### src/rtl/piecewise_linear_gray_map_assert.svh
// Assertion macros shared by the gray map RTL.
// Every macro samples on clk and is disabled while rst is high.
`ifndef PIECEWISE_LINEAR_GRAY_MAP_ASSERT_SVH
`define PIECEWISE_LINEAR_GRAY_MAP_ASSERT_SVH

// Same-cycle implication.
`define PLGM_ASSERT_NOW(label, cond, expr) \
  label: assert property (@(posedge clk) disable iff (rst) (cond) |-> (expr)) \
    else $error("plgm assertion failed");

// Next-cycle implication.
`define PLGM_ASSERT_NEXT(label, cond, expr) \
  label: assert property (@(posedge clk) disable iff (rst) (cond) |=> (expr)) \
    else $error("plgm assertion failed");

`endif

### src/rtl/plgm_pkg.sv
// Shared types, constants and helpers for the piecewise-linear gray map.
// No dependencies; used by every module in rtl/.
package plgm_pkg;

  localparam int PIX_W     = 8;
  localparam int KNOT_W    = 8;
  localparam int NUM_SLOTS = 8;
  localparam int IDX_W     = 3;
  localparam int COUNT_W   = 4;
  localparam int REG_W     = NUM_SLOTS * KNOT_W;
  localparam int PROD_W    = 2 * KNOT_W;
  localparam int DIV_STEPS = KNOT_W;
  localparam int ADDR_W    = 2;

  typedef logic [ADDR_W-1:0] cfg_addr_t;
  localparam cfg_addr_t REG_KNOT_COUNT     = 2'd0;
  localparam cfg_addr_t REG_KNOT_POSITIONS = 2'd1;
  localparam cfg_addr_t REG_KNOT_VALUES    = 2'd2;

  // Knot search result.
  typedef struct packed {
    logic              direct;
    logic [IDX_W-1:0]  idx;
    logic [PIX_W-1:0]  px;
  } search_t;

  // Segment operands.
  typedef struct packed {
    logic [KNOT_W-1:0] v0;
    logic [KNOT_W-1:0] dx;
    logic [KNOT_W-1:0] dv_mag;
    logic              neg;
    logic [KNOT_W-1:0] den;
  } diff_t;

  // Product ready for division.
  typedef struct packed {
    logic [KNOT_W-1:0] v0;
    logic              neg;
    logic [KNOT_W-1:0] den;
    logic [PROD_W-1:0] prod;
  } prod_t;

  // Divider stage contents.
  typedef struct packed {
    logic [KNOT_W-1:0] v0;
    logic              neg;
    logic [KNOT_W-1:0] den;
    logic [KNOT_W-1:0] rem;
    logic [KNOT_W-1:0] low;
    logic [KNOT_W-1:0] quo;
  } div_t;

  function automatic logic [KNOT_W-1:0] knot_field(input logic [REG_W-1:0] r,
                                                   input logic [IDX_W-1:0] k);
    return r[k*KNOT_W +: KNOT_W];
  endfunction

endpackage

### src/rtl/plgm_search.sv
// Knot search and segment operand stages (two register stages).
// Depends on plgm_pkg and piecewise_linear_gray_map_assert.svh.
`include "piecewise_linear_gray_map_assert.svh"

module plgm_search #(
  parameter int MAX_KNOTS = 8
) (
  input  logic                         clk,
  input  logic                         rst,
  input  logic                         in_valid,
  output logic                         in_ready,
  input  logic [plgm_pkg::PIX_W-1:0]   px,
  input  logic [plgm_pkg::COUNT_W-1:0] knot_count,
  input  logic [plgm_pkg::REG_W-1:0]   knot_positions,
  input  logic [plgm_pkg::REG_W-1:0]   knot_values,
  output logic                         out_valid,
  input  logic                         out_ready,
  output plgm_pkg::diff_t              out_data
);

  logic [plgm_pkg::COUNT_W-1:0]   n_eff;
  logic [plgm_pkg::NUM_SLOTS-1:0] hit;
  logic [plgm_pkg::IDX_W-1:0]     first_idx;
  plgm_pkg::search_t              s1_next;
  plgm_pkg::search_t              s1;
  logic                           s1_valid;
  logic                           s1_ready;
  plgm_pkg::diff_t                s2_next;
  plgm_pkg::diff_t                s2;
  logic                           s2_valid;
  logic                           s2_ready;
  logic [plgm_pkg::KNOT_W-1:0]    p0, p1, v0, v1;
  logic [plgm_pkg::IDX_W-1:0]     prev_idx;

  assign s2_ready = !s2_valid || out_ready;
  assign s1_ready = !s1_valid || s2_ready;
  assign in_ready = s1_ready;

  // Stage 1: compare against all active knots, pick the first one at or above px.
  always_comb begin
    if (knot_count == '0) begin
      n_eff = plgm_pkg::COUNT_W'(1);
    end else if (knot_count > plgm_pkg::COUNT_W'(MAX_KNOTS)) begin
      n_eff = plgm_pkg::COUNT_W'(MAX_KNOTS);
    end else begin
      n_eff = knot_count;
    end
    for (int k = 0; k < plgm_pkg::NUM_SLOTS; k++) begin
      hit[k] = (plgm_pkg::COUNT_W'(k) < n_eff) &&
               (plgm_pkg::knot_field(knot_positions, plgm_pkg::IDX_W'(k)) >= px);
    end
    first_idx = '0;
    for (int k = plgm_pkg::NUM_SLOTS - 1; k >= 0; k--) begin
      if (hit[k]) first_idx = plgm_pkg::IDX_W'(k);
    end
    s1_next.px = px;
    if (hit == '0) begin
      s1_next.direct = 1'b1;
      s1_next.idx    = plgm_pkg::IDX_W'(n_eff - plgm_pkg::COUNT_W'(1));
    end else if (first_idx == '0) begin
      s1_next.direct = 1'b1;
      s1_next.idx    = '0;
    end else begin
      s1_next.direct = 1'b0;
      s1_next.idx    = first_idx;
    end
  end

  always_ff @(posedge clk) begin
    if (rst) begin
      s1_valid <= 1'b0;
    end else if (s1_ready) begin
      s1_valid <= in_valid;
    end
  end

  always_ff @(posedge clk) begin
    if (s1_ready) s1 <= s1_next;
  end

  // Stage 2: fetch the segment ends and form the differences.
  always_comb begin
    prev_idx = s1.idx - plgm_pkg::IDX_W'(1);
    p0 = plgm_pkg::knot_field(knot_positions, prev_idx);
    p1 = plgm_pkg::knot_field(knot_positions, s1.idx);
    v0 = plgm_pkg::knot_field(knot_values, prev_idx);
    v1 = plgm_pkg::knot_field(knot_values, s1.idx);
    if (s1.direct) begin
      // zero slope: the divider passes the knot value through
      s2_next.v0     = v1;
      s2_next.dx     = '0;
      s2_next.dv_mag = '0;
      s2_next.neg    = 1'b0;
      s2_next.den    = plgm_pkg::KNOT_W'(1);
    end else begin
      s2_next.v0  = v0;
      s2_next.dx  = s1.px - p0;
      s2_next.den = p1 - p0;
      if (v1 >= v0) begin
        s2_next.dv_mag = v1 - v0;
        s2_next.neg    = 1'b0;
      end else begin
        s2_next.dv_mag = v0 - v1;
        s2_next.neg    = 1'b1;
      end
    end
  end

  always_ff @(posedge clk) begin
    if (rst) begin
      s2_valid <= 1'b0;
    end else if (s2_ready) begin
      s2_valid <= s1_valid;
    end
  end

  always_ff @(posedge clk) begin
    if (s2_ready) s2 <= s2_next;
  end

  assign out_valid = s2_valid;
  assign out_data  = s2;

  `PLGM_ASSERT_NOW(a_interp_not_first, s1_valid && !s1.direct,
                   s1.idx != '0 && 32'(s1.idx) < MAX_KNOTS)
  `PLGM_ASSERT_NOW(a_den_nonzero, s2_valid, s2.den != '0 && s2.dx <= s2.den)

endmodule

### src/rtl/plgm_mul.sv
// Slope multiply stage: (px - p0) * |v1 - v0|.
// Depends on plgm_pkg.
module plgm_mul (
  input  logic            clk,
  input  logic            rst,
  input  logic            in_valid,
  output logic            in_ready,
  input  plgm_pkg::diff_t in_data,
  output logic            out_valid,
  input  logic            out_ready,
  output plgm_pkg::prod_t out_data
);

  plgm_pkg::prod_t prod_next;
  plgm_pkg::prod_t prod;
  logic            prod_valid;

  assign in_ready = !prod_valid || out_ready;

  always_comb begin
    prod_next.v0   = in_data.v0;
    prod_next.neg  = in_data.neg;
    prod_next.den  = in_data.den;
    prod_next.prod = in_data.dx * in_data.dv_mag;
  end

  always_ff @(posedge clk) begin
    if (rst) begin
      prod_valid <= 1'b0;
    end else if (in_ready) begin
      prod_valid <= in_valid;
    end
  end

  always_ff @(posedge clk) begin
    if (in_ready) prod <= prod_next;
  end

  assign out_valid = prod_valid;
  assign out_data  = prod;

endmodule

### src/rtl/plgm_div.sv
// Pipelined restoring divider, one quotient bit per stage.
// Depends on plgm_pkg and piecewise_linear_gray_map_assert.svh.
`include "piecewise_linear_gray_map_assert.svh"

module plgm_div (
  input  logic            clk,
  input  logic            rst,
  input  logic            in_valid,
  output logic            in_ready,
  input  plgm_pkg::prod_t in_data,
  output logic            out_valid,
  input  logic            out_ready,
  output plgm_pkg::div_t  out_data
);

  localparam int N = plgm_pkg::DIV_STEPS;

  plgm_pkg::div_t entry;
  plgm_pkg::div_t st [N];
  logic           vld [N];
  logic           rdy [N+1];

  function automatic plgm_pkg::div_t div_step(input plgm_pkg::div_t d);
    logic [plgm_pkg::KNOT_W:0] t;
    plgm_pkg::div_t            r;
    r   = d;
    t   = {d.rem, d.low[plgm_pkg::KNOT_W-1]};
    if (t >= {1'b0, d.den}) begin
      t = t - {1'b0, d.den};
      r.quo = {d.quo[plgm_pkg::KNOT_W-2:0], 1'b1};
    end else begin
      r.quo = {d.quo[plgm_pkg::KNOT_W-2:0], 1'b0};
    end
    r.rem = t[plgm_pkg::KNOT_W-1:0];
    r.low = {d.low[plgm_pkg::KNOT_W-2:0], 1'b0};
    return r;
  endfunction

  // The quotient fits in 8 bits, so the upper product byte is already below den.
  always_comb begin
    entry.v0  = in_data.v0;
    entry.neg = in_data.neg;
    entry.den = in_data.den;
    entry.rem = in_data.prod[plgm_pkg::PROD_W-1:plgm_pkg::KNOT_W];
    entry.low = in_data.prod[plgm_pkg::KNOT_W-1:0];
    entry.quo = '0;
  end

  assign rdy[N] = out_ready;

  for (genvar i = 0; i < N; i++) begin : g_stage
    plgm_pkg::div_t src;
    logic           src_valid;

    if (i == 0) begin : g_first
      assign src       = entry;
      assign src_valid = in_valid;
    end else begin : g_next
      assign src       = st[i-1];
      assign src_valid = vld[i-1];
    end

    assign rdy[i] = !vld[i] || rdy[i+1];

    always_ff @(posedge clk) begin
      if (rst) begin
        vld[i] <= 1'b0;
      end else if (rdy[i]) begin
        vld[i] <= src_valid;
      end
    end

    always_ff @(posedge clk) begin
      if (rdy[i]) st[i] <= div_step(src);
    end
  end

  assign in_ready  = rdy[0];
  assign out_valid = vld[N-1];
  assign out_data  = st[N-1];

  `PLGM_ASSERT_NOW(a_rem_below_den, vld[N-1], st[N-1].rem < st[N-1].den)
  `PLGM_ASSERT_NOW(a_low_drained, vld[N-1], st[N-1].low == '0)

endmodule

### src/rtl/piecewise_linear_gray_map.sv
// Top level of the piecewise-linear gray map: config registers, pipeline, output register.
// Depends on plgm_pkg, plgm_search, plgm_mul, plgm_div and the assert header.
//
//   channel  direction  handshake            payload
//   s_*      in         s_tvalid / s_tready  s_tdata[7:0] = pixel_in
//   m_*      out        m_tvalid / m_tready  m_tdata[7:0] = pixel_out
//   cfg_*    in         cfg_wr_en            cfg_addr, cfg_wr_data[63:0]
//
// One pixel per cycle unless m_tready stalls the output; stages run search, multiply, divider, output.
// The divider, one quotient bit per stage, sets the pipeline depth.
// rst is synchronous: clears all valid bits and loads the identity curve.
// Each stage holds its item when the next one is full; empty stages fill in
// behind a stalled output, so s_tready stays high until the pipeline is full.
`include "piecewise_linear_gray_map_assert.svh"

module piecewise_linear_gray_map #(
  parameter int MAX_KNOTS = 8
) (
  input  logic                          clk,
  input  logic                          rst,
  input  logic                          s_tvalid,
  output logic                          s_tready,
  input  logic [7:0]                    s_tdata,     // [7:0] pixel_in
  output logic                          m_tvalid,
  input  logic                          m_tready,
  output logic [7:0]                    m_tdata,     // [7:0] pixel_out
  input  logic                          cfg_wr_en,
  input  plgm_pkg::cfg_addr_t           cfg_addr,
  input  logic [plgm_pkg::REG_W-1:0]    cfg_wr_data
);

  logic [plgm_pkg::COUNT_W-1:0] knot_count;
  logic [plgm_pkg::REG_W-1:0]   knot_positions;
  logic [plgm_pkg::REG_W-1:0]   knot_values;

  logic            srch_valid, srch_ready;
  plgm_pkg::diff_t srch_data;
  logic            mul_valid, mul_ready;
  plgm_pkg::prod_t mul_data;
  logic            div_valid, div_ready;
  plgm_pkg::div_t  div_data;

  logic [plgm_pkg::KNOT_W:0]   mag;
  logic [plgm_pkg::PIX_W-1:0]  result_next;

  always_ff @(posedge clk) begin
    if (rst) begin
      knot_count     <= plgm_pkg::COUNT_W'(2);
      knot_positions <= plgm_pkg::REG_W'(64'hFF00);
      knot_values    <= plgm_pkg::REG_W'(64'hFF00);
    end else if (cfg_wr_en) begin
      unique case (cfg_addr)
        plgm_pkg::REG_KNOT_COUNT:
          knot_count <= cfg_wr_data[plgm_pkg::COUNT_W-1:0];
        plgm_pkg::REG_KNOT_POSITIONS: knot_positions <= cfg_wr_data;
        plgm_pkg::REG_KNOT_VALUES:    knot_values    <= cfg_wr_data;
        default: ;
      endcase
    end
  end

  plgm_search #(
    .MAX_KNOTS (MAX_KNOTS)
  ) u_search (
    .clk            (clk),
    .rst            (rst),
    .in_valid       (s_tvalid),
    .in_ready       (s_tready),
    .px             (s_tdata),
    .knot_count     (knot_count),
    .knot_positions (knot_positions),
    .knot_values    (knot_values),
    .out_valid      (srch_valid),
    .out_ready      (srch_ready),
    .out_data       (srch_data)
  );

  plgm_mul u_mul (
    .clk       (clk),
    .rst       (rst),
    .in_valid  (srch_valid),
    .in_ready  (srch_ready),
    .in_data   (srch_data),
    .out_valid (mul_valid),
    .out_ready (mul_ready),
    .out_data  (mul_data)
  );

  plgm_div u_div (
    .clk       (clk),
    .rst       (rst),
    .in_valid  (mul_valid),
    .in_ready  (mul_ready),
    .in_data   (mul_data),
    .out_valid (div_valid),
    .out_ready (div_ready),
    .out_data  (div_data)
  );

  // Floor toward minus infinity: round the magnitude up on a negative slope.
  always_comb begin
    mag = {1'b0, div_data.quo} +
          (plgm_pkg::KNOT_W+1)'(div_data.neg && (div_data.rem != '0));
    if (div_data.neg) begin
      result_next = div_data.v0 - mag[plgm_pkg::PIX_W-1:0];
    end else begin
      result_next = div_data.v0 + mag[plgm_pkg::PIX_W-1:0];
    end
  end

  assign div_ready = !m_tvalid || m_tready;

  always_ff @(posedge clk) begin
    if (rst) begin
      m_tvalid <= 1'b0;
    end else if (div_ready) begin
      m_tvalid <= div_valid;
    end
  end

  always_ff @(posedge clk) begin
    if (div_ready) m_tdata <= result_next;
  end

  `PLGM_ASSERT_NOW(a_ready_chain, m_tready, s_tready)
  `PLGM_ASSERT_NEXT(a_out_follows_div, div_valid && div_ready, m_tvalid)

endmodule
### config.mk
export PLATFORM = sky130hd
export DESIGN_NAME = piecewise_linear_gray_map
export DESIGN_NICKNAME = d
export VERILOG_FILES = /design/src/rtl/plgm_pkg.sv /design/src/rtl/plgm_search.sv /design/src/rtl/plgm_mul.sv /design/src/rtl/plgm_div.sv /design/src/rtl/piecewise_linear_gray_map.sv
export VERILOG_INCLUDE_DIRS = /design/src /design/src/rtl
export SDC_FILE = /design/constraint.sdc
export NUM_CORES = 1
export LEC_CHECK = 0
export BUFFER_PORTS_ARGS = -buffer_cell sky130_fd_sc_hd__buf_2
export CELL_PAD_IN_SITES_DETAIL_PLACEMENT = 1
export CELL_PAD_IN_SITES_GLOBAL_PLACEMENT = 1
export CORE_ASPECT_RATIO = 0.75
export CORE_UTILIZATION = 40
export DETAILED_ROUTE_END_ITERATION = 6
export HOLD_SLACK_MARGIN = 0.05
export MAX_ROUTING_LAYER = met4
export PLACE_DENSITY = 0.62
export SLEW_MARGIN = 20
export SYNTH_ARGS = -nofsm -noshare
export SYNTH_HDL_FRONTEND = slang
export SYNTH_SLANG_ARGS = --single-unit
export TNS_END_PERCENT = 20
### constraint.sdc
create_clock -name clk -period 6.3 [get_ports clk]
set_input_delay 0.315 -clock clk [delete_from_list [all_inputs] [get_ports clk]]
set_output_delay 0.315 -clock clk [all_outputs]
set_load 0.005 [all_outputs]
==> impl_metrics.ini <==
[sta]
timing.final.ws_setup_ns = 1.41
worst_pin_slew_ns = 1.11
hold_ws_ns = 0.168
skew_ns = 0.0237
tns_ns = 0
setup_violations = 0
period_minus_slack_ns = 4.89
rsz0062_at_grt = no
drv_slew = 0
max_freq_mhz = 204
post-route-period-util_pct = 77.7
hold_viol_final = 0
slew_headroom_pct = 25.7

[drt]
viasPerCell = 5.29
firstDrtPassIters = 5
finalWirelength_mm = 69.1
vias = 17800
wl_per_cell_um = 20.5
drc = 0
ant_nets = 0
drt_iter0_drc = 979

[outcome]
status = complete, no violations

[synth]
ys_warn_count = 0
ys_seq_area_share_pct = 50.0
syn_area_um2 = 26500
synthesis.nets = 2621
synth_top_family_by_area = adder cells
synth_edf_count = 350
synthMuxAreaShare_pct = 9.81
synth_top_flop_cell = edfxtp_1
synthArstFlopShare_pct = 0
syn_inst = 2287
synthAdderAreaFrac_pct = 13.5
yosys.area_share.simple_pct = 11.6
synth-xor-area-share_pct = 2.25
synth_area_per_cell_um2 = 11.6
ys_seq_elements = 486
netlist.area_leader.share_pct = 39.7
yosysMostFrequentCell = edfxtp_1
synthTopCellsByArea = edfxtp_1 (40%), dfxtp_1 (10%), ha_1 (9.7%)
ys_types = 73
yosysTopAreaCell = edfxtp_1
synthTopCellsByCount = edfxtp_1 (350), nand2_1 (297), inv_1 (221), ha_1 (206), a21oi_1 (164)
synth_compound_area_share_pct = 8.61

[power]
power.leakage_nw = 12.5
p_total_w = 0.0142
powerDensity_nw_per_um2 = 468
vdd_drop_max_v = 0.000260

[critical_path]
startpoint_type = flip-flop
path_class = reg2reg
cp-end-kind = flip-flop
worstPathArrival_ns = 5.26
critPathBufInv = 3
cpPeakStageDelay_ns = 0.63
worstPathMaxFanout = 8
cp_top_family = adder cells
path_common_cell = fa_1
cp_cell_sequence = nand2_1 -> fa_1 -> fa_1 -> inv_1 -> fa_1 -> inv_1 -> fa_1 -> inv_1 -> ha_1 -> o41ai_1 -> o21ai_1 -> o41ai_1 -> xnor2_1
critPathSlowestCell = o41ai_1
required_ns = 6.67

[clocking]
numCtsBuffers = 51
path_clk_slew_ns = 0.06
postCtsResizedCells = 0
clockBufferDepth = 3
clock_latency_ns = 0.63
cts_tree = yes
clock-sinks = 486
h-tree-depth = 2
root_buffer = clkbuf_16

[die]
die_w_um = 299
die_h_um = 225
core_area_um2 = 65300
ios = 89
initial_core_util_pct = 40.5
rows = 81
die_area_um2 = 67200

[grt]
grt_pass1_wl_mm = 108
overflow = 0
grtUsageMet3_pct = 6.34
grt_pass1_vias = 18700
grt_use_total_pct = 21.5
grt.busiest_layer = met2
antenna_found_initial = 2
grtUsageMet1_pct = 29.6
grt_max_degree = 98
met2_usage_pct = 31.0

[place]
detailed_place_hpwl_mm = 52.3
numPortBuffers = 88
pre_cts_slack_ns = 1.45
place_congestion = 0.962

[finish]
final_net_count = 2785
regArea_um2 = 13200
area.growth.synth_to_final_pct = 15.0
fill_cells = 6984
drive_gt1_share_pct = 13.1
multi_input_area_um2 = 12100

[run]
drv_cap = 0

[worst_hold_path]
hp-class = in2reg
cells by family (layout without fill, tap and decap cells):
logic type | count (synthesis) | in the layout
other | 0 | 1
buffers and inverters | 293 | 500
adders and majority gates | 255 | 255
DFF | 486 | 486
and+or+nand+nor | 653 | 653
AOI/OAI and AO/OA | 361 | 361
xor gates and xnor gates | 67 | 67
muxes | 172 | 172
sequential cells by signal, summed over array words and instances, names as in the netlist:
register            flops
u_search.out_valid      1
knot_positions         64
m_tdata                 8
u_div.vld               8
u_div.st              256
u_search.s1            12
m_tvalid                1
u_mul.out_data         33
knot_count              4
knot_values            64
u_search.out_data      33
u_search.s1_valid       1
u_mul.out_valid         1
metal layers:
metal | wire length [um] | part of all wire [%]
met4 | 1380 | 2.0
met2 | 29100 | 42
met1 | 33000 | 48
met3 | 5580 | 8.1
met5 | 0 | 0
power by group:
part | switching (W) | internal [W]
combinational | 0.00301 | 0.00262
sequential | 0.000531 | 0.00484
clock | 0.00135 | 0.00189
total | 0.00489 | 0.00935
worst paths after layout:
path / start / end / slack (ns) / depth (start not counted)
min reg2reg: u_div.st[1][76]$_DFFE_PP_ / u_div.st[1][116]$_DFFE_PP_ / 0.41 / 0
max: u_search.out_data[16]$_SDFFCE_PP0P_ / u_mul.out_data[14]$_DFFE_PP_ / 1.41 / 13
min: s_tdata[0] / u_search.s1[0]$_DFFE_PP_ / 0.17 / 1
max reg2reg: u_search.out_data[16]$_SDFFCE_PP0P_ / u_mul.out_data[14]$_DFFE_PP_ / 1.41 / 13
metrics by stage:
step,area [um^2],instances,utilization [%]
CTS,30400,3365,46.6
finish,30400,3366,46.6
detailed placement,27900,3196,42.7
floorplan,26500,2287,-
global route,30400,3365,46.6
global placement,27900,3196,42.7
cell type report:
type / instances / share of cell area, %
Tap cell: 871 / 3.58
Multi-Input combinational cell: 1508 / 39.8
Clock buffer: 60 / 4.44
Timing Repair Buffer: 183 / 4.40
Clock inverter: 36 / 1.54
Inverter: 221 / 2.73
Sequential cell: 486 / 43.5
Antenna cell: 1 / 0.00823
timing repair:
| action | CTS | global route |
|---|---|---|
| hold endpoints to repair | 140 | 0 |
| hold buffers | 73 | 0 |
| setup buffers | 0 | 0 |
cell usage in the layout (no fill, tap or decap), types with 10 or more instances in the layout:
| cell type | synthesis | layout |
|---|---|---|
| a211oi_1 | 11 | 11 |
| a21o_1 | 30 | 30 |
| a21oi_1 | 164 | 164 |
| and2_1 | 57 | 57 |
| and3_1 | 11 | 11 |
| buf_2 | 9 | 87 |
| buf_4 | 2 | 23 |
| clkbuf_16 | 0 | 52 |
| dfxtp_1 | 136 | 136 |
| dlygate4sd3_1 | 0 | 73 |
| edfxtp_1 | 350 | 350 |
| fa_1 | 49 | 49 |
| ha_1 | 206 | 206 |
| inv_1 | 221 | 221 |
| mux2_1 | 13 | 13 |
| mux2_2 | 41 | 41 |
| mux2i_1 | 53 | 53 |
| mux4_2 | 64 | 64 |
| nand2_1 | 297 | 297 |
| nand2b_1 | 30 | 30 |
| nand3_1 | 11 | 11 |
| nand3b_1 | 19 | 19 |
| nand4_1 | 26 | 26 |
| nor2_1 | 114 | 114 |
| nor2b_1 | 35 | 35 |
| nor3_1 | 20 | 20 |
| nor3b_1 | 10 | 10 |
| o21ai_0 | 44 | 44 |
| o21ai_1 | 24 | 24 |
| xnor2_1 | 44 | 44 |
| xor2_1 | 22 | 22 |
No activity file was read; power rests on OpenSTA's default activity.
